### src/rtl/wfo_pkg.sv
// ----------------------------------------------------------------------------
// wfo_pkg
// Shared types and fixed constants of the wavetable folding oscillator.
// ----------------------------------------------------------------------------
package wfo_pkg;

   localparam int CMD_W      = 2;
   localparam int VALUE_W    = 16;
   localparam int CV_W       = 10;
   localparam int DAC_W      = 8;
   localparam int PERIOD_W   = 9;
   localparam int INC_W      = 4;
   localparam int RSP_DATA_W = 24;

   localparam logic [CV_W-1:0]     CV_MAX     = 10'd1023;
   localparam logic [DAC_W-1:0]    FOLD_LOW   = 8'd128;
   localparam logic [DAC_W-1:0]    FOLD_HIGH  = 8'd255;
   localparam int                  FOLD_SPAN  = 127;
   localparam logic [INC_W-1:0]    INC_MAX    = 4'd15;
   localparam logic [PERIOD_W-1:0] PERIOD_MAX = 9'd511;

   typedef enum logic [CMD_W-1:0] {
      CMD_TICK  = 2'd0,
      CMD_PITCH = 2'd1,
      CMD_FOLD  = 2'd2,
      CMD_NOTE  = 2'd3
   } cmd_type;

   // classified request handed from front to back
   typedef struct packed {
      cmd_type              kind;
      logic [VALUE_W-1:0]   value;
   } op_type;

   typedef struct packed {
      logic [INC_W-1:0]     phase_increment;
      logic [PERIOD_W-1:0]  timer_period;
      logic [DAC_W-1:0]     dac_sample;
   } rsp_type;

endpackage

### src/rtl/wfo_queue.sv
// ----------------------------------------------------------------------------
// wfo_queue
// Two-entry queue between the request front end and the back end.
// ----------------------------------------------------------------------------
module wfo_queue #(
   parameter int WIDTH = 18
) (
   input  logic             clock,
   input  logic             reset,
   input  logic             push,
   input  logic [WIDTH-1:0] push_data,
   output logic             push_ready,
   input  logic             pop,
   output logic             pop_valid,
   output logic [WIDTH-1:0] pop_data
);

   logic [WIDTH-1:0] mem_ff [2];
   logic             wr_ptr_ff, wr_ptr_in;
   logic             rd_ptr_ff, rd_ptr_in;
   logic [1:0]       count_ff, count_in;

   assign push_ready = (count_ff != 2'd2);
   assign pop_valid  = (count_ff != 2'd0);
   assign pop_data   = mem_ff[rd_ptr_ff];

   always_comb begin
      wr_ptr_in = wr_ptr_ff;
      rd_ptr_in = rd_ptr_ff;
      count_in  = count_ff;
      if (push) begin
         wr_ptr_in = ~wr_ptr_ff;
      end
      if (pop) begin
         rd_ptr_in = ~rd_ptr_ff;
      end
      if (push && !pop) begin
         count_in = count_ff + 2'd1;
      end else if (pop && !push) begin
         count_in = count_ff - 2'd1;
      end
   end

   always_ff @(posedge clock) begin
      if (reset) begin
         wr_ptr_ff <= 1'b0;
         rd_ptr_ff <= 1'b0;
         count_ff  <= 2'd0;
      end else begin
         wr_ptr_ff <= wr_ptr_in;
         rd_ptr_ff <= rd_ptr_in;
         count_ff  <= count_in;
      end
   end

   always_ff @(posedge clock) begin
      if (push) begin
         mem_ff[wr_ptr_ff] <= push_data;
      end
   end

endmodule

### src/rtl/wfo_front.sv
// ----------------------------------------------------------------------------
// wfo_front
// Accepts requests, applies CV hysteresis, mode and note range filtering, and queues
// only the requests that change something or produce a sample.
// ----------------------------------------------------------------------------
module wfo_front #(
   parameter int LOW_FREQ      = 20,
   parameter int HIGH_FREQ     = 1000,
   parameter int CV_HYSTERESIS = 5
) (
   input  logic                        clock,
   input  logic                        reset,
   input  logic                        csr_we,
   input  logic                        csr_wdata,
   input  logic                        req_valid,
   input  wfo_pkg::cmd_type            req_command,
   input  logic [wfo_pkg::VALUE_W-1:0] req_value,
   output logic                        req_ready,
   input  logic                        queue_ready,
   output logic                        push,
   output wfo_pkg::op_type             push_op
);

   localparam logic [wfo_pkg::CV_W-1:0]    HYST   = wfo_pkg::CV_W'(CV_HYSTERESIS);
   localparam logic [wfo_pkg::VALUE_W-1:0] LOW_V  = wfo_pkg::VALUE_W'(LOW_FREQ);
   localparam logic [wfo_pkg::VALUE_W-1:0] HIGH_V = wfo_pkg::VALUE_W'(HIGH_FREQ);

   logic                     note_mode_ff, note_mode_in;
   logic [wfo_pkg::CV_W-1:0] last_pitch_ff, last_pitch_in;
   logic [wfo_pkg::CV_W-1:0] last_fold_ff, last_fold_in;

   logic                     accept;
   logic                     keep;
   logic [wfo_pkg::CV_W-1:0] cv;
   logic [wfo_pkg::CV_W-1:0] pitch_diff;
   logic [wfo_pkg::CV_W-1:0] fold_diff;
   logic                     pitch_moved;
   logic                     fold_moved;

   assign req_ready = queue_ready;
   assign accept    = req_valid && queue_ready;

   always_comb begin
      if (req_value > wfo_pkg::VALUE_W'(wfo_pkg::CV_MAX)) begin
         cv = wfo_pkg::CV_MAX;
      end else begin
         cv = req_value[wfo_pkg::CV_W-1:0];
      end
      pitch_diff  = (cv > last_pitch_ff) ? cv - last_pitch_ff : last_pitch_ff - cv;
      fold_diff   = (cv > last_fold_ff) ? cv - last_fold_ff : last_fold_ff - cv;
      pitch_moved = pitch_diff > HYST;
      fold_moved  = fold_diff > HYST;
   end

   always_comb begin
      note_mode_in  = csr_we ? csr_wdata : note_mode_ff;
      last_pitch_in = last_pitch_ff;
      last_fold_in  = last_fold_ff;
      keep          = 1'b0;
      push_op.kind  = req_command;
      push_op.value = wfo_pkg::VALUE_W'(cv);
      case (req_command)
         wfo_pkg::CMD_TICK: begin
            keep = 1'b1;
         end
         wfo_pkg::CMD_PITCH: begin
            keep = !note_mode_ff && pitch_moved;
            if (accept && keep) begin
               last_pitch_in = cv;
            end
         end
         wfo_pkg::CMD_FOLD: begin
            keep = fold_moved;
            if (accept && keep) begin
               last_fold_in = cv;
            end
         end
         wfo_pkg::CMD_NOTE: begin
            keep          = note_mode_ff && (req_value >= LOW_V) && (req_value <= HIGH_V);
            push_op.value = req_value;
         end
         default: begin
            keep = 1'b0;
         end
      endcase
      push = accept && keep;
   end

   always_ff @(posedge clock) begin
      if (reset) begin
         note_mode_ff  <= 1'b0;
         last_pitch_ff <= '0;
         last_fold_ff  <= '0;
      end else begin
         note_mode_ff  <= note_mode_in;
         last_pitch_ff <= last_pitch_in;
         last_fold_ff  <= last_fold_in;
      end
   end

endmodule

### src/rtl/wfo_div.sv
// ----------------------------------------------------------------------------
// wfo_div
// Restoring divider, one quotient bit per cycle.
// ----------------------------------------------------------------------------
module wfo_div #(
   parameter int NUM_W = 24,
   parameter int DEN_W = 20
) (
   input  logic             clock,
   input  logic             reset,
   input  logic             start,
   input  logic [NUM_W-1:0] num,
   input  logic [DEN_W-1:0] den,
   output logic             done,
   output logic [NUM_W-1:0] quo,
   output logic [DEN_W-1:0] rem
);

   localparam int CNT_W = $clog2(NUM_W + 1);

   logic [NUM_W-1:0] quo_ff, quo_in;
   logic [DEN_W-1:0] rem_ff, rem_in;
   logic [DEN_W-1:0] den_ff, den_in;
   logic [CNT_W-1:0] cnt_ff, cnt_in;
   logic             done_ff, done_in;

   logic [DEN_W:0]   trial;
   logic             fits;

   assign done = done_ff;
   assign quo  = quo_ff;
   assign rem  = rem_ff;

   always_comb begin
      quo_in  = quo_ff;
      rem_in  = rem_ff;
      den_in  = den_ff;
      cnt_in  = cnt_ff;
      done_in = 1'b0;
      trial   = {rem_ff, quo_ff[NUM_W-1]};
      fits    = trial >= {1'b0, den_ff};
      if (start) begin
         quo_in = num;
         rem_in = '0;
         den_in = den;
         cnt_in = CNT_W'(NUM_W);
      end else if (cnt_ff != '0) begin
         rem_in  = fits ? DEN_W'(trial - {1'b0, den_ff}) : trial[DEN_W-1:0];
         quo_in  = {quo_ff[NUM_W-2:0], fits};
         cnt_in  = cnt_ff - CNT_W'(1);
         done_in = (cnt_ff == CNT_W'(1));
      end
   end

   always_ff @(posedge clock) begin
      if (reset) begin
         cnt_ff  <= '0;
         done_ff <= 1'b0;
      end else begin
         cnt_ff  <= cnt_in;
         done_ff <= done_in;
      end
   end

   always_ff @(posedge clock) begin
      quo_ff <= quo_in;
      rem_ff <= rem_in;
      den_ff <= den_in;
   end

endmodule

### src/rtl/wfo_back.sv
// ----------------------------------------------------------------------------
// wfo_back
// Carries out queued operations: phase stepping, table lookup and folding,
// CV mapping, and the frequency to increment/period search at phase wrap.
// ----------------------------------------------------------------------------
module wfo_back #(
   parameter int TABLE_DEPTH    = 1024,
   parameter int TIMER_CLOCK_HZ = 10000000,
   parameter int LOW_FREQ       = 20,
   parameter int HIGH_FREQ      = 1000,
   parameter int LEAST_PERIOD   = 64
) (
   input  logic             clock,
   input  logic             reset,
   input  logic             op_valid,
   input  wfo_pkg::op_type  op,
   output logic             op_pop,
   output logic             rsp_valid,
   input  logic             rsp_ready,
   output wfo_pkg::rsp_type rsp
);

   localparam int ADDR_W  = $clog2(TABLE_DEPTH);
   localparam int FREQ_W  = $clog2(HIGH_FREQ + 1);
   localparam int CLK_W   = $clog2(TIMER_CLOCK_HZ + 1);
   localparam int SPAN    = HIGH_FREQ - LOW_FREQ;
   localparam int SPAN_W  = $clog2(SPAN + 1);
   localparam int FSPAN_W = $clog2(wfo_pkg::FOLD_SPAN + 1);
   localparam int MAP_W   = wfo_pkg::CV_W + ((SPAN_W > FSPAN_W) ? SPAN_W : FSPAN_W);
   localparam int DIV_W   = (CLK_W > MAP_W) ? CLK_W : MAP_W;
   localparam int DEN_W   = $clog2(TABLE_DEPTH * HIGH_FREQ + 1);
   localparam int ACC_W   = DIV_W + wfo_pkg::INC_W;
   localparam int INC_W   = wfo_pkg::INC_W;

   // table entry i*256/DEPTH computed as i*RECIP >> (RECIP_SHIFT-8), exact for 12-bit i
   localparam int          RECIP_SHIFT  = 32;
   localparam logic [63:0] RECIP        = ((64'd1 << RECIP_SHIFT) + 64'(TABLE_DEPTH) - 64'd1)
                                          / 64'(TABLE_DEPTH);
   localparam int          RECIP_W      = $clog2(RECIP + 64'd1);
   localparam int          PROD_W       = ADDR_W + RECIP_W;
   localparam int          SAMPLE_SHIFT = RECIP_SHIFT - wfo_pkg::DAC_W;

   // cv*span/1023 as cv*span*MAP_RECIP >> MAP_SHIFT, exact for products below 2^22
   localparam int          MAP_SHIFT = 32;
   localparam logic [63:0] MAP_RECIP = ((64'd1 << MAP_SHIFT) + 64'(wfo_pkg::CV_MAX) - 64'd1)
                                       / 64'(wfo_pkg::CV_MAX);
   localparam int          MRECIP_W  = $clog2(MAP_RECIP + 64'd1);
   localparam int          MPROD_W   = MAP_W + MRECIP_W;
   localparam int          MQ_W      = MPROD_W - MAP_SHIFT;

   localparam logic [ADDR_W:0]  DEPTH_P   = (ADDR_W + 1)'(TABLE_DEPTH);
   localparam logic [DEN_W-1:0] DEPTH_D   = DEN_W'(TABLE_DEPTH);
   localparam logic [DIV_W-1:0] CLK_NUM   = DIV_W'(TIMER_CLOCK_HZ);
   localparam logic [MAP_W-1:0] SPAN_V    = MAP_W'(SPAN);
   localparam logic [MAP_W-1:0] FSPAN_V   = MAP_W'(wfo_pkg::FOLD_SPAN);
   localparam logic [FREQ_W-1:0] LOW_V    = FREQ_W'(LOW_FREQ);
   localparam logic [ACC_W-1:0] LEAST_V   = ACC_W'(LEAST_PERIOD);
   localparam logic [ACC_W-1:0] PMAX_V    = ACC_W'(wfo_pkg::PERIOD_MAX);
   localparam logic [INC_W-1:0] INC_LAST  = wfo_pkg::INC_MAX - INC_W'(1);

   typedef enum logic [6:0] {
      ST_INIT = 7'b0000001,
      ST_IDLE = 7'b0000010,
      ST_DIV  = 7'b0000100,
      ST_STEP = 7'b0001000,
      ST_MAP  = 7'b0010000,
      ST_LOOK = 7'b0100000,
      ST_OUT  = 7'b1000000
   } state_type;

   typedef enum logic [1:0] {
      JOB_INIT  = 2'd0,
      JOB_TICK  = 2'd1,
      JOB_PITCH = 2'd2,
      JOB_FOLD  = 2'd3
   } job_type;

   state_type                  state_ff, state_in;
   job_type                    job_ff, job_in;
   logic [ADDR_W-1:0]          phase_ff, phase_in;
   logic [INC_W-1:0]           inc_ff, inc_in;
   logic [wfo_pkg::PERIOD_W-1:0] period_ff, period_in;
   logic [FREQ_W-1:0]          pf_ff, pf_in;
   logic                       pend_ff, pend_in;
   logic [wfo_pkg::DAC_W-1:0]  thr_ff, thr_in;
   logic [DIV_W-1:0]           q_ff, q_in;
   logic [DEN_W-1:0]           r_ff, r_in;
   logic [DEN_W-1:0]           den_ff, den_in;
   logic [ACC_W-1:0]           acc_q_ff, acc_q_in;
   logic [DEN_W-1:0]           acc_r_ff, acc_r_in;
   logic [INC_W-1:0]           m_ff, m_in;
   logic [PROD_W-1:0]          prod_ff, prod_in;
   logic [MAP_W-1:0]           map_ff, map_in;
   wfo_pkg::rsp_type           rsp_ff, rsp_in;
   logic                       rsp_valid_ff, rsp_valid_in;

   logic                       div_start;
   logic [DIV_W-1:0]           div_num;
   logic [DEN_W-1:0]           div_den;
   logic                       div_done;
   logic [DIV_W-1:0]           div_quo;
   logic [DEN_W-1:0]           div_rem;

   logic [DEN_W-1:0]           den_low;
   logic [DEN_W-1:0]           den_pend;
   logic [ADDR_W:0]            tick_sum;
   logic                       tick_wrap;
   logic [ADDR_W-1:0]          tick_next;
   logic [INC_W-1:0]           step_inc;
   logic [ADDR_W:0]            step_sum;
   logic [ADDR_W-1:0]          step_next;
   logic [DEN_W:0]             nr_raw;
   logic                       carry;
   logic [DEN_W-1:0]           nr;
   logic [ACC_W-1:0]           nq;
   logic                       stop;
   logic [wfo_pkg::DAC_W-1:0]  sample;
   logic [wfo_pkg::DAC_W-1:0]  folded;
   logic [MPROD_W-1:0]         map_prod;
   logic [MQ_W-1:0]            map_quo;

   wfo_div #(
      .NUM_W (DIV_W),
      .DEN_W (DEN_W)
   ) u_div (
      .clock (clock),
      .reset (reset),
      .start (div_start),
      .num   (div_num),
      .den   (div_den),
      .done  (div_done),
      .quo   (div_quo),
      .rem   (div_rem)
   );

   assign rsp_valid = rsp_valid_ff;
   assign rsp       = rsp_ff;

   always_comb begin
      den_low   = DEPTH_D * DEN_W'(LOW_V);
      den_pend  = DEPTH_D * DEN_W'(pf_ff);
      tick_sum  = {1'b0, phase_ff} + (ADDR_W + 1)'(inc_ff);
      tick_wrap = tick_sum >= DEPTH_P;
      tick_next = tick_wrap ? ADDR_W'(tick_sum - DEPTH_P) : tick_sum[ADDR_W-1:0];

      // accumulate floor(m*N/den) as m*Q + carries of m*R over den
      nr_raw    = {1'b0, acc_r_ff} + {1'b0, r_ff};
      carry     = nr_raw >= {1'b0, den_ff};
      nr        = carry ? DEN_W'(nr_raw - {1'b0, den_ff}) : nr_raw[DEN_W-1:0];
      nq        = acc_q_ff + ACC_W'(q_ff) + ACC_W'(carry);
      stop      = (nq >= LEAST_V) || (m_ff == INC_LAST);
      step_inc  = m_ff + INC_W'(1);
      step_sum  = {1'b0, phase_ff} + (ADDR_W + 1)'(step_inc);
      step_next = (step_sum >= DEPTH_P) ? ADDR_W'(step_sum - DEPTH_P)
                                        : step_sum[ADDR_W-1:0];

      sample    = prod_ff[SAMPLE_SHIFT +: wfo_pkg::DAC_W];
      folded    = (sample > thr_ff) ? thr_ff - (sample - thr_ff) : sample;

      map_prod  = MPROD_W'(map_ff) * MPROD_W'(MAP_RECIP);
      map_quo   = map_prod[MAP_SHIFT +: MQ_W];
   end

   always_comb begin
      state_in     = state_ff;
      job_in       = job_ff;
      phase_in     = phase_ff;
      inc_in       = inc_ff;
      period_in    = period_ff;
      pf_in        = pf_ff;
      pend_in      = pend_ff;
      thr_in       = thr_ff;
      q_in         = q_ff;
      r_in         = r_ff;
      den_in       = den_ff;
      acc_q_in     = acc_q_ff;
      acc_r_in     = acc_r_ff;
      m_in         = m_ff;
      prod_in      = prod_ff;
      map_in       = map_ff;
      rsp_in       = rsp_ff;
      rsp_valid_in = rsp_valid_ff && !rsp_ready;
      div_start    = 1'b0;
      div_num      = CLK_NUM;
      div_den      = den_low;
      op_pop       = 1'b0;

      case (state_ff)
         ST_INIT: begin
            div_start = 1'b1;
            den_in    = den_low;
            job_in    = JOB_INIT;
            state_in  = ST_DIV;
         end
         ST_IDLE: begin
            if (op_valid) begin
               op_pop = 1'b1;
               case (op.kind)
                  wfo_pkg::CMD_TICK: begin
                     if (tick_wrap && pend_ff && (pf_ff != '0)) begin
                        div_start = 1'b1;
                        div_den   = den_pend;
                        den_in    = den_pend;
                        job_in    = JOB_TICK;
                        pend_in   = 1'b0;
                        pf_in     = '0;
                        state_in  = ST_DIV;
                     end else begin
                        phase_in = tick_next;
                        state_in = ST_LOOK;
                     end
                  end
                  wfo_pkg::CMD_PITCH: begin
                     map_in   = MAP_W'(op.value[wfo_pkg::CV_W-1:0]) * SPAN_V;
                     job_in   = JOB_PITCH;
                     state_in = ST_MAP;
                  end
                  wfo_pkg::CMD_FOLD: begin
                     map_in   = MAP_W'(op.value[wfo_pkg::CV_W-1:0]) * FSPAN_V;
                     job_in   = JOB_FOLD;
                     state_in = ST_MAP;
                  end
                  wfo_pkg::CMD_NOTE: begin
                     pf_in   = op.value[FREQ_W-1:0];
                     pend_in = 1'b1;
                  end
                  default: begin
                     state_in = ST_IDLE;
                  end
               endcase
            end
         end
         ST_DIV: begin
            if (div_done) begin
               q_in     = div_quo;
               r_in     = div_rem;
               acc_q_in = '0;
               acc_r_in = '0;
               m_in     = INC_W'(1);
               state_in = ST_STEP;
            end
         end
         ST_STEP: begin
            if (stop) begin
               inc_in    = step_inc;
               period_in = (nq > PMAX_V) ? wfo_pkg::PERIOD_MAX : nq[wfo_pkg::PERIOD_W-1:0];
               if (job_ff == JOB_TICK) begin
                  phase_in = step_next;
                  state_in = ST_LOOK;
               end else begin
                  state_in = ST_IDLE;
               end
            end else begin
               acc_q_in = nq;
               acc_r_in = nr;
               m_in     = step_inc;
            end
         end
         ST_MAP: begin
            if (job_ff == JOB_PITCH) begin
               pf_in   = FREQ_W'(map_quo) + LOW_V;
               pend_in = 1'b1;
            end else begin
               thr_in  = wfo_pkg::DAC_W'(map_quo) + wfo_pkg::FOLD_LOW;
            end
            state_in = ST_IDLE;
         end
         ST_LOOK: begin
            prod_in  = PROD_W'(phase_ff) * PROD_W'(RECIP);
            state_in = ST_OUT;
         end
         ST_OUT: begin
            if (!rsp_valid_ff || rsp_ready) begin
               rsp_in.dac_sample      = folded;
               rsp_in.timer_period    = period_ff;
               rsp_in.phase_increment = inc_ff;
               rsp_valid_in           = 1'b1;
               state_in               = ST_IDLE;
            end
         end
         default: begin
            state_in = ST_INIT;
         end
      endcase
   end

   always_ff @(posedge clock) begin
      if (reset) begin
         state_ff     <= ST_INIT;
         job_ff       <= JOB_INIT;
         phase_ff     <= '0;
         inc_ff       <= '0;
         period_ff    <= '0;
         pf_ff        <= '0;
         pend_ff      <= 1'b0;
         thr_ff       <= wfo_pkg::FOLD_HIGH;
         rsp_valid_ff <= 1'b0;
      end else begin
         state_ff     <= state_in;
         job_ff       <= job_in;
         phase_ff     <= phase_in;
         inc_ff       <= inc_in;
         period_ff    <= period_in;
         pf_ff        <= pf_in;
         pend_ff      <= pend_in;
         thr_ff       <= thr_in;
         rsp_valid_ff <= rsp_valid_in;
      end
   end

   always_ff @(posedge clock) begin
      q_ff     <= q_in;
      r_ff     <= r_in;
      den_ff   <= den_in;
      acc_q_ff <= acc_q_in;
      acc_r_ff <= acc_r_in;
      m_ff     <= m_in;
      prod_ff  <= prod_in;
      map_ff   <= map_in;
      rsp_ff   <= rsp_in;
   end

endmodule

### src/rtl/wavetable_folding_oscillator_top.sv
// ----------------------------------------------------------------------------
// wavetable_folding_oscillator_top
// Wavetable oscillator with wavefolder: tick, CV and note requests in, one
// DAC sample with timer period and phase increment out per tick.
// ----------------------------------------------------------------------------
// Requests are filtered on entry (CV hysteresis, mode, note range) and queued
// in a two-entry queue; the back end takes one queued request at a time. A
// tick passes through the back end as phase step, table multiply, then fold
// and output register, which waits while an earlier sample is still stalled.
// A tick that wraps with a frequency change pending adds the divider, one bit
// a cycle over a max(clog2(TIMER_CLOCK_HZ+1), 10+span bits)-bit dividend (24
// bits at the defaults), plus one accumulate step per tried increment. A pitch
// or fold CV sample that passes hysteresis is scaled by a constant reciprocal
// multiply for the /1023 mapping; a note is stored as the pending frequency
// directly; filtered requests never reach the back end.
// After reset the back end works out the timing for LOW_FREQ before it takes
// requests; requests are queued meanwhile. The result register lets the back
// end move on while a sample waits on rsp_tready.
module wavetable_folding_oscillator_top #(
   parameter int TABLE_DEPTH    = 1024,
   parameter int TIMER_CLOCK_HZ = 10000000,
   parameter int LOW_FREQ       = 20,
   parameter int HIGH_FREQ      = 1000,
   parameter int LEAST_PERIOD   = 64,
   parameter int CV_HYSTERESIS  = 5
) (
   input  logic                           clock,
   input  logic                           reset,
   input  logic                           csr_we,
   input  logic                           csr_wdata,   // note_mode
   input  logic                           req_tvalid,
   output logic                           req_tready,
   input  logic [wfo_pkg::VALUE_W-1:0]    req_tdata,   // [15:0] value
   input  logic [wfo_pkg::CMD_W-1:0]      req_tuser,   // [1:0] command
   output logic                           rsp_tvalid,
   input  logic                           rsp_tready,
   // [7:0] dac_sample, [16:8] timer_period, [20:17] phase_increment, rest zero
   output logic [wfo_pkg::RSP_DATA_W-1:0] rsp_tdata
);

   localparam int RSP_W = $bits(wfo_pkg::rsp_type);
   localparam int OP_W  = $bits(wfo_pkg::op_type);

   logic             push;
   wfo_pkg::op_type  push_op;
   logic             queue_ready;
   logic             pop;
   logic             pop_valid;
   logic [OP_W-1:0]  pop_bits;
   wfo_pkg::rsp_type rsp;

   wfo_front #(
      .LOW_FREQ      (LOW_FREQ),
      .HIGH_FREQ     (HIGH_FREQ),
      .CV_HYSTERESIS (CV_HYSTERESIS)
   ) u_front (
      .clock       (clock),
      .reset       (reset),
      .csr_we      (csr_we),
      .csr_wdata   (csr_wdata),
      .req_valid   (req_tvalid),
      .req_command (wfo_pkg::cmd_type'(req_tuser)),
      .req_value   (req_tdata),
      .req_ready   (req_tready),
      .queue_ready (queue_ready),
      .push        (push),
      .push_op     (push_op)
   );

   wfo_queue #(
      .WIDTH (OP_W)
   ) u_queue (
      .clock      (clock),
      .reset      (reset),
      .push       (push),
      .push_data  (push_op),
      .push_ready (queue_ready),
      .pop        (pop),
      .pop_valid  (pop_valid),
      .pop_data   (pop_bits)
   );

   wfo_back #(
      .TABLE_DEPTH    (TABLE_DEPTH),
      .TIMER_CLOCK_HZ (TIMER_CLOCK_HZ),
      .LOW_FREQ       (LOW_FREQ),
      .HIGH_FREQ      (HIGH_FREQ),
      .LEAST_PERIOD   (LEAST_PERIOD)
   ) u_back (
      .clock     (clock),
      .reset     (reset),
      .op_valid  (pop_valid),
      .op        (wfo_pkg::op_type'(pop_bits)),
      .op_pop    (pop),
      .rsp_valid (rsp_tvalid),
      .rsp_ready (rsp_tready),
      .rsp       (rsp)
   );

   assign rsp_tdata = {{(wfo_pkg::RSP_DATA_W - RSP_W){1'b0}}, rsp};

endmodule

### config.mk
export PLATFORM = sky130hd
export DESIGN_NAME = wavetable_folding_oscillator_top
export DESIGN_NICKNAME = d
export VERILOG_FILES = /design/src/rtl/wfo_pkg.sv /design/src/rtl/wfo_queue.sv /design/src/rtl/wfo_front.sv /design/src/rtl/wfo_div.sv /design/src/rtl/wfo_back.sv /design/src/rtl/wavetable_folding_oscillator_top.sv
export SDC_FILE = /design/constraint.sdc
export NUM_CORES = 1
export LEC_CHECK = 0
export CORE_MARGIN = 4
export CORE_UTILIZATION = 24
export CTS_CLUSTER_DIAMETER = 150
export DETAILED_ROUTE_END_ITERATION = 10
export DONT_BUFFER_PORTS = 1
export GPL_TIMING_DRIVEN = 1
export PLACE_DENSITY = 0.49
export SYNTH_ARGS = -nofsm -noshare
export SYNTH_HDL_FRONTEND = slang
export SYNTH_SLANG_ARGS = --single-unit
### constraint.sdc
create_clock -name clock -period 22 [get_ports clock]
set_input_delay 1.1 -clock clock [delete_from_list [all_inputs] [get_ports clock]]
set_output_delay 1.1 -clock clock [all_outputs]
set_load 0.005 [all_outputs]
==> key figures, run 1 <==
Pwr
  – Comb pwr share: 0.384
  – Seq pwr share: 0.326
  – Internal power: 0.00145 W
  – Peak VDD IR: 0.0574 mV
  – Total leakage power: 10.7 nW
  – Sw frac: 0.359
  – Net Sw Power: 0.000811 W
  – Clock power frac: 0.290
  – PwrDens: 85.1 nW/um^2

Worst setup path
  – Worst path max stage delay: 570 ps
  – Worst path required time: 22170 ps
  – CP Capture Type: register
  – Crit path top cell by count: o21ai_0
  – CP Class: register to register
  – Slowest CP cell: buf_4
  – Critical Path AT: 9070 ps
  – Crit path launch type: register
  – Critical path peak fanout: 45

Place
  – Detail Placement HPWL: 42.3 mm
  – Placed cells: 3645
  – Placed inst area: 25200 sq um
  – GP Congestion: 0.802
  – Input/output buffers: 0

Clocking
  – CTS sink cnt: 317
  – Worst-path clk slew: 60 ps
  – Clk buf depth: 3
  – Post-CTS Hold Buffers: 0
  – TritonCTS Buffers: 37
  – CTS H-tree lvls: 2
  – CTS tree: built
  – Post-CTS Setup Bufs: 0
  – CTS Root Cell: clkbuf_16
  – PostCTS Resize Cnt: 0
  – Worst skew pair latency: 560 ps

Die
  – Die W: 323 microns
  – CORE AREA: 98400 sq um
  – Initial Utilization: 0.242
  – # rows: 115
  – I/O pin cnt: 50
  – Die area: 104000 sq um
  – Die Height: 323 microns

Routing
  – DR vias: 16900
  – First-pass iteration count of the detailed router: 5
  – Drt first-iter violations: 841
  – Detailed Route WL: 55.5 mm
  – Final ANT Viol Nets: 0
  – Wirelength per Cell: 14.9 microns
  – DRC errors left: 0
  – Vias/cell: 4.55

Timing
  – Slew HR: 0.170
  – Final Hold Viols: 0
  – Unrepaired setup endpoints after global routing: no
  – Final Cycle Share: 0.405
  – Fmax: 112 MHz
  – Fin crit period: 8900 ps
  – Final setup viols: 0
  – Slew Limit Fails: 0
  – Hold slack: 444 ps
  – Worst clock skew: 23.5 ps
  – Sum Neg Setup Slack: 0 ps
  – Worst Tran Pin Value: 1240 ps

Synth
  – Post-synth cell types: 112
  – Synth Cell Area: 23800 sq um
  – Seq/Total Area, Yosys: 0.346
  – Gate Count Post-Synth: 2414
  – Prevailing post-synth register cell: edfxtp_1
  – Async SR Flop Fraction: 0
  – Syn Area/Cell: 9.87 sq um
  – Register bit total from synthesis: 317
  – Synth warn: 0
  – Post-synth EDFFs: 189

Layout
  – Share of post-route cells with drive strength above 1: 0.0709
  – Diodes inserted: 0
  – Post-route insts no fill: 3713
  – Commonest cells after routing, fill and taps aside: ha_1, inv_1, nor2_1
  – Most common cell after layout, fill and taps aside: ha_1
  – Final net count: 2837
  – Design Area, Final: 26500 sq um
  – Area growth from synthesis to layout: 11.2%

Global routing
  – Number of global-route vias before repair: 16800
  – GR Layer Usage met3: 0.0147
  – Global route overflow: 0
  – Gr usage total: 0.107
  – First-pass GRT wire length: 91.4 mm
  – Met1 usage: 0.155
  – Largest net degree at the start of global routing: 88
  – Met2 GRT Util: 0.170
  – GRT Max-Usage Layer: met2
  – Initial antenna violation count: 0

Job
  – Max-Cap Viols: 0

Run status
  – Status: finished, final reports clean

Hold path
  – Hold Path Class: register to register
==> kinds of logic (layout without fill, tap and decap cells) <==
| kind of cell | after synthesis | after routing | share of synthesized area |
|---|---|---|---|
| buffers and inverters | 284 | 294 | 0.0483 |
| other | 1 | 3 | 0.000157 |
| adders and majority gates | 416 | 416 | 0.241 |
| DFF | 317 | 317 | 0.346 |
| xor gates and xnor gates | 106 | 106 | 0.0390 |
| AOI/OAI and AO/OA | 546 | 546 | 0.156 |
| and+or+nand+nor | 688 | 688 | 0.145 |
| muxes | 56 | 56 | 0.0251 |
==> power groups by stage <==
| stage | logic, W | registers (W) | clock network (W) |
|---|---|---|---|
| 3_3_place_gp | 0.000871 | 0.000749 | 0 |
| 3_5_place_dp | 0.000873 | 0.000750 | 0 |
| 4_1_cts | 0.000883 | 0.000737 | 0.000677 |
| 5_1_grt | 0.000992 | 0.000744 | 0.000700 |
| 2_1_floorplan | 0.000675 | 0.000736 | 0 |
| 6_report | 0.000867 | 0.000736 | 0.000654 |
==> synthesized netlist by cell type (all sizes together), types with 21 or more instances <==
master | count | area (sq um)
a211oi | 52 | 435
a21o | 54 | 405
a21oi | 164 | 843
and2 | 45 | 284
buf | 25 | 179
clkbuf | 47 | 178
dfxtp | 128 | 2560
edfxtp | 189 | 5680
fa | 72 | 1440
ha | 344 | 4300
inv | 211 | 792
mux2 | 25 | 289
mux2i | 31 | 310
nand2 | 175 | 659
nand2b | 31 | 194
nand3 | 48 | 240
nand4 | 25 | 184
nor2 | 196 | 751
nor2b | 36 | 233
nor3 | 39 | 195
o21a | 21 | 158
o21ai | 99 | 511
xnor2 | 66 | 578
xor2 | 40 | 350
==> through the flow <==
step / worst slack [ps] / util / total power [W]
floorplan: 13870 / - / 0.00141
global placement: 13220 / 0.256 / 0.00162
detailed placement: 13130 / 0.256 / 0.00162
CTS: 13100 / 0.269 / 0.00230
global route: 12490 / 0.269 / 0.00244
finish: 13100 / 0.269 / 0.00226
==> worst max-delay path: cells and delay by family, from the launching register on <==
kind | cells | cell delay [ps]
buffers and inverters | 3 | 800
AOI/OAI and AO/OA | 18 | 3990
DFF | 1 | 420
and+or+nand+nor | 5 | 1620
xor gates and xnor gates | 1 | 110
adders and majority gates | 4 | 1540
==> final cells by class <==
type	count	area (sq um)
tap	1287	1610
timing repair buffer	14	105
multi-input combinational	1815	14500
fill	10500	71900
clock buffer	45	1040
sequential	317	8240
clock inverter	23	250
inverter	212	796
==> routing by layer <==
layer | wire [microns] | part of all wire
met1 | 28600 | 0.52
met3 | 1610 | 0.029
met4 | 764 | 0.014
met5 | 0 | 0
met2 | 24500 | 0.44
==> final timing paths <==
path / from / endpoint / slack, ps / cells past startpoint
max: u_back.acc_r_ff[1] / u_back.acc_q_ff[18] / 13100 / 31
min: u_back.period_ff[7] / u_back.rsp[15] / 440 / 0
max reg2reg: u_back.acc_r_ff[1] / u_back.acc_q_ff[18] / 13100 / 31
min reg2reg: u_back.period_ff[7] / u_back.rsp[15] / 440 / 0
==> registers in the layout (all words and copies together) (netlist names), 20 cells and up, named ones only <==
| signal | count |
|---|---|
| u_back.u_div.quo | 24 |
| u_back.rsp | 21 |
| u_queue.mem_ff | 24 |
| u_back.r_ff | 20 |
| u_back.u_div.rem | 20 |
| u_back.q_ff | 24 |
| u_back.acc_r_ff | 20 |
| u_back.map_ff | 20 |
| u_back.acc_q_ff | 28 |
Note: power is estimated with default switching activity, not from simulation.
==> run 2, diff against run 1 <==
--- a/config.mk
+++ b/config.mk
@@ -11,7 +11,7 @@
 export DETAILED_ROUTE_END_ITERATION = 10
 export DONT_BUFFER_PORTS = 1
 export GPL_TIMING_DRIVEN = 1
-export PLACE_DENSITY = 0.49
+export PLACE_DENSITY = 0.5
 export SYNTH_ARGS = -nofsm -noshare
 export SYNTH_HDL_FRONTEND = slang
 export SYNTH_SLANG_ARGS = --single-unit
==> constraint.sdc (replaced) <==
create_clock -name clock -period 8 [get_ports clock]
set_input_delay 0.4 -clock clock [delete_from_list [all_inputs] [get_ports clock]]
set_output_delay 0.4 -clock clock [all_outputs]
set_load 0.005 [all_outputs]
==> run 2 against run 1 <==
Net effect:
- power rose to 2.7 times the previous value
- global-route usage down 0.15 points
- core utilization about the same
- sequential cell count unchanged
- design area about the same
- clock power up 140%
- first-iteration DRC count up 3.0%
- combinational power rose to 2.8 times the previous value
- fmax up 18%
==> key figures, run 2 (synthesized netlist as in run 1, its figures left out) <==
Global routing
  – Largest net degree at the start of global routing: 80 (-9.1%)
  – Number of global-route vias before repair: 16300 (-3.0%)
  – Initial antenna violation count: 0 (unchanged)
  – Global route overflow: 0 (unchanged)
  – First-pass GRT wire length: 89.4 mm (-2.1%)
  – Gr usage total: 0.105 (-0.00150)

Routing
  – Detailed Route WL: 55.7 mm (+0.45%)
  – Drt first-iter violations: 866 (+3.0%)
  – Met1 WL: 28.6 mm (+0.20%)
  – Met2 WL: 24.2 mm (-1.1%)
  – WL met3: 2.01 mm (+25%)
  – Wirelength per Cell: 14.9 microns (about the same)
  – Vias/cell: 4.60 (+1.1%)
  – Final ANT Viol Nets: 0 (unchanged)
  – Max Used Layer: met4
  – DR vias: 17200 (+1.5%)
  – First-pass iteration count of the detailed router: 5 (unchanged)
  – DRC errors left: 0 (unchanged)

Timing
  – Final setup margin: 479 ps (-12620 ps)
  – Final Cycle Share: 0.940 (+0.536)
  – Fmax: 133 MHz (+18%)
  – Fin crit period: 7520 ps (-1380 ps)
  – Final setup viols: 0 (unchanged)
  – Slew HR: 0.266 (+0.0952)
  – Worst Tran Pin Value: 1100 ps (-134 ps)
  – Slew Limit Fails: 0 (unchanged)
  – Worst clock skew: 32.1 ps (+8.61 ps)
  – Final Hold Viols: 0 (unchanged)

Die
  – Die Height: 323 microns (unchanged)
  – I/O pin cnt: 50 (unchanged)
  – Initial Utilization: 0.242 (unchanged)
  – Die W: 323 microns (unchanged)
  – CORE AREA: 98400 sq um (unchanged)
  – # rows: 115 (unchanged)
  – Die area: 104000 sq um (unchanged)

Clocking
  – CTS H-tree lvls: 2 (unchanged)
  – Worst skew pair latency: 570 ps (about the same)
  – CTS tree: built
  – Worst-path clk slew: 70 ps (about the same)
  – CTS sink cnt: 317 (unchanged)
  – TritonCTS Buffers: 36 (-2.7%)
  – Clk buf depth: 3 (unchanged)
  – CTS Root Cell: clkbuf_16

Layout
  – Share of post-route cells with drive strength above 1: 0.0717 (+0.000823)
  – Commonest cells after routing, fill and taps aside: ha_1, inv_1, nor2_1
  – Final Core Density: 0.269 (about the same)
  – Footprint of the multi-input gates: 14500 sq um (+0.10%)
  – Final net count: 2852 (+0.53%)
  – Max reg flops: 28 (unchanged)
  – Design Area, Final: 26500 sq um (about the same)
  – FF/Latch Area: 8240 sq um (unchanged)
  – Biggest register: u_back.acc_q_ff
  – Area growth from synthesis to layout: 11.2% (about the same)
  – Most common cell after layout, fill and taps aside: ha_1
  – Fillers: 10400 (-0.72%)
  – Diodes inserted: 0 (unchanged)
  – Post-route insts no fill: 3727 (+0.38%)

Worst setup path
  – Worst path max stage delay: 460 ps (-110 ps)
  – Crit path launch type: register
  – Critical Path AT: 7960 ps (-1110 ps)
  – Worst path required time: 8440 ps (-13730 ps)
  – Crit path top cell by count: fa_1
  – Critical path peak fanout: 16 (-64%)
  – CP Capture Type: register
  – CP Class: register to register
  – Slowest CP cell: fa_1

Hold path
  – Hold Path Class: input pin to register

Place
  – Dpl ws: 222 ps (-12910 ps)
  – Detail Placement HPWL: 41.8 mm (-1.0%)
  – Placed inst area: 25300 sq um (+0.26%)
  – Input/output buffers: 0 (unchanged)
  – GP Congestion: 0.806 (+0.54%)
  – Placed cells: 3652 (+0.19%)

Run status
  – Status: finished, final reports clean

Job
  – Max-Cap Viols: 0 (unchanged)

Pwr
  – Peak VDD IR: 0.147 mV (+160%)
  – PwrDens: 226 nW/um^2 (+170%)
  – Total leakage power: 10.7 nW (about the same)
==> run 2: area by class of cell <==
class / instances / area share
Timing Repair Buffer: 30 / 0.0108
Clock inverter: 17 / 0.00434
Multi-Input combinational cell: 1815 / 0.547
Tap cell: 1287 / 0.0608
Sequential cell: 317 / 0.311
Clock buffer: 49 / 0.0366
Inverter: 212 / 0.0300
==> run 2: layer usage <==
metal / vias to the layer above / track usage
met4: 0 / 0.0215
met3: 60 / 0.0152
met1: 8202 / 0.156
li1: 8662 / -
met5: - / 0
met2: 231 / 0.163
==> run 2: where the power goes <==
part | total [W] | internal, W | leakage (nW) | switching, W
Clock | 0.00157 | 0.000863 | 0.532 | 0.000712
Sequential | 0.00202 | 0.00193 | 2.63 | 0.0000922
Combinational | 0.00240 | 0.000987 | 7.49 | 0.00141
==> run 2: path summary, 6_finish.rpt <==
path	endpoint	slack (ps)	from	cells past startpoint
worst max-delay path	u_back.phase_ff[5]	480	u_back.acc_r_ff[0]	34
worst min-delay path	u_back.phase_ff[7]	50	reset	2
worst min register to register	u_back.rsp[10]	440	u_back.period_ff[2]	0
worst max register to register	u_back.phase_ff[5]	480	u_back.acc_r_ff[0]	34
==> run 2: critical path, delay by kind of cell, from the launching register on <==
family                   cells  cell delay, ps
AO/OA/AOI/OAI               15            2810
XOR/XNOR                     1             170
adder cells (fa/ha/maj)      5            1890
buffers and inverters        3             490
flip-flops                   1             370
multiplexers                 1             310
AND/OR/NAND/NOR              9            1360
==> run 2: stage by stage <==
step	hold slack, ps	total power (W)	TNS, ps
after global routing	14.7	0.00649	-0.489
after detailed placement	426	0.00446	0
after CTS	7.99	0.00610	0
final	51.4	0.00600	0
after floorplan	402	0.00388	0
after global placement	427	0.00445	0
==> run 2: timing repair <==
item / 4_1_cts / 5_1_grt
gates resized for setup: 0 / 6
endpoints found under the setup margin: 0 / 71
setup buffers: 0 / 3
endpoints found under the hold margin: 83 / 0
hold buffers: 5 / 0
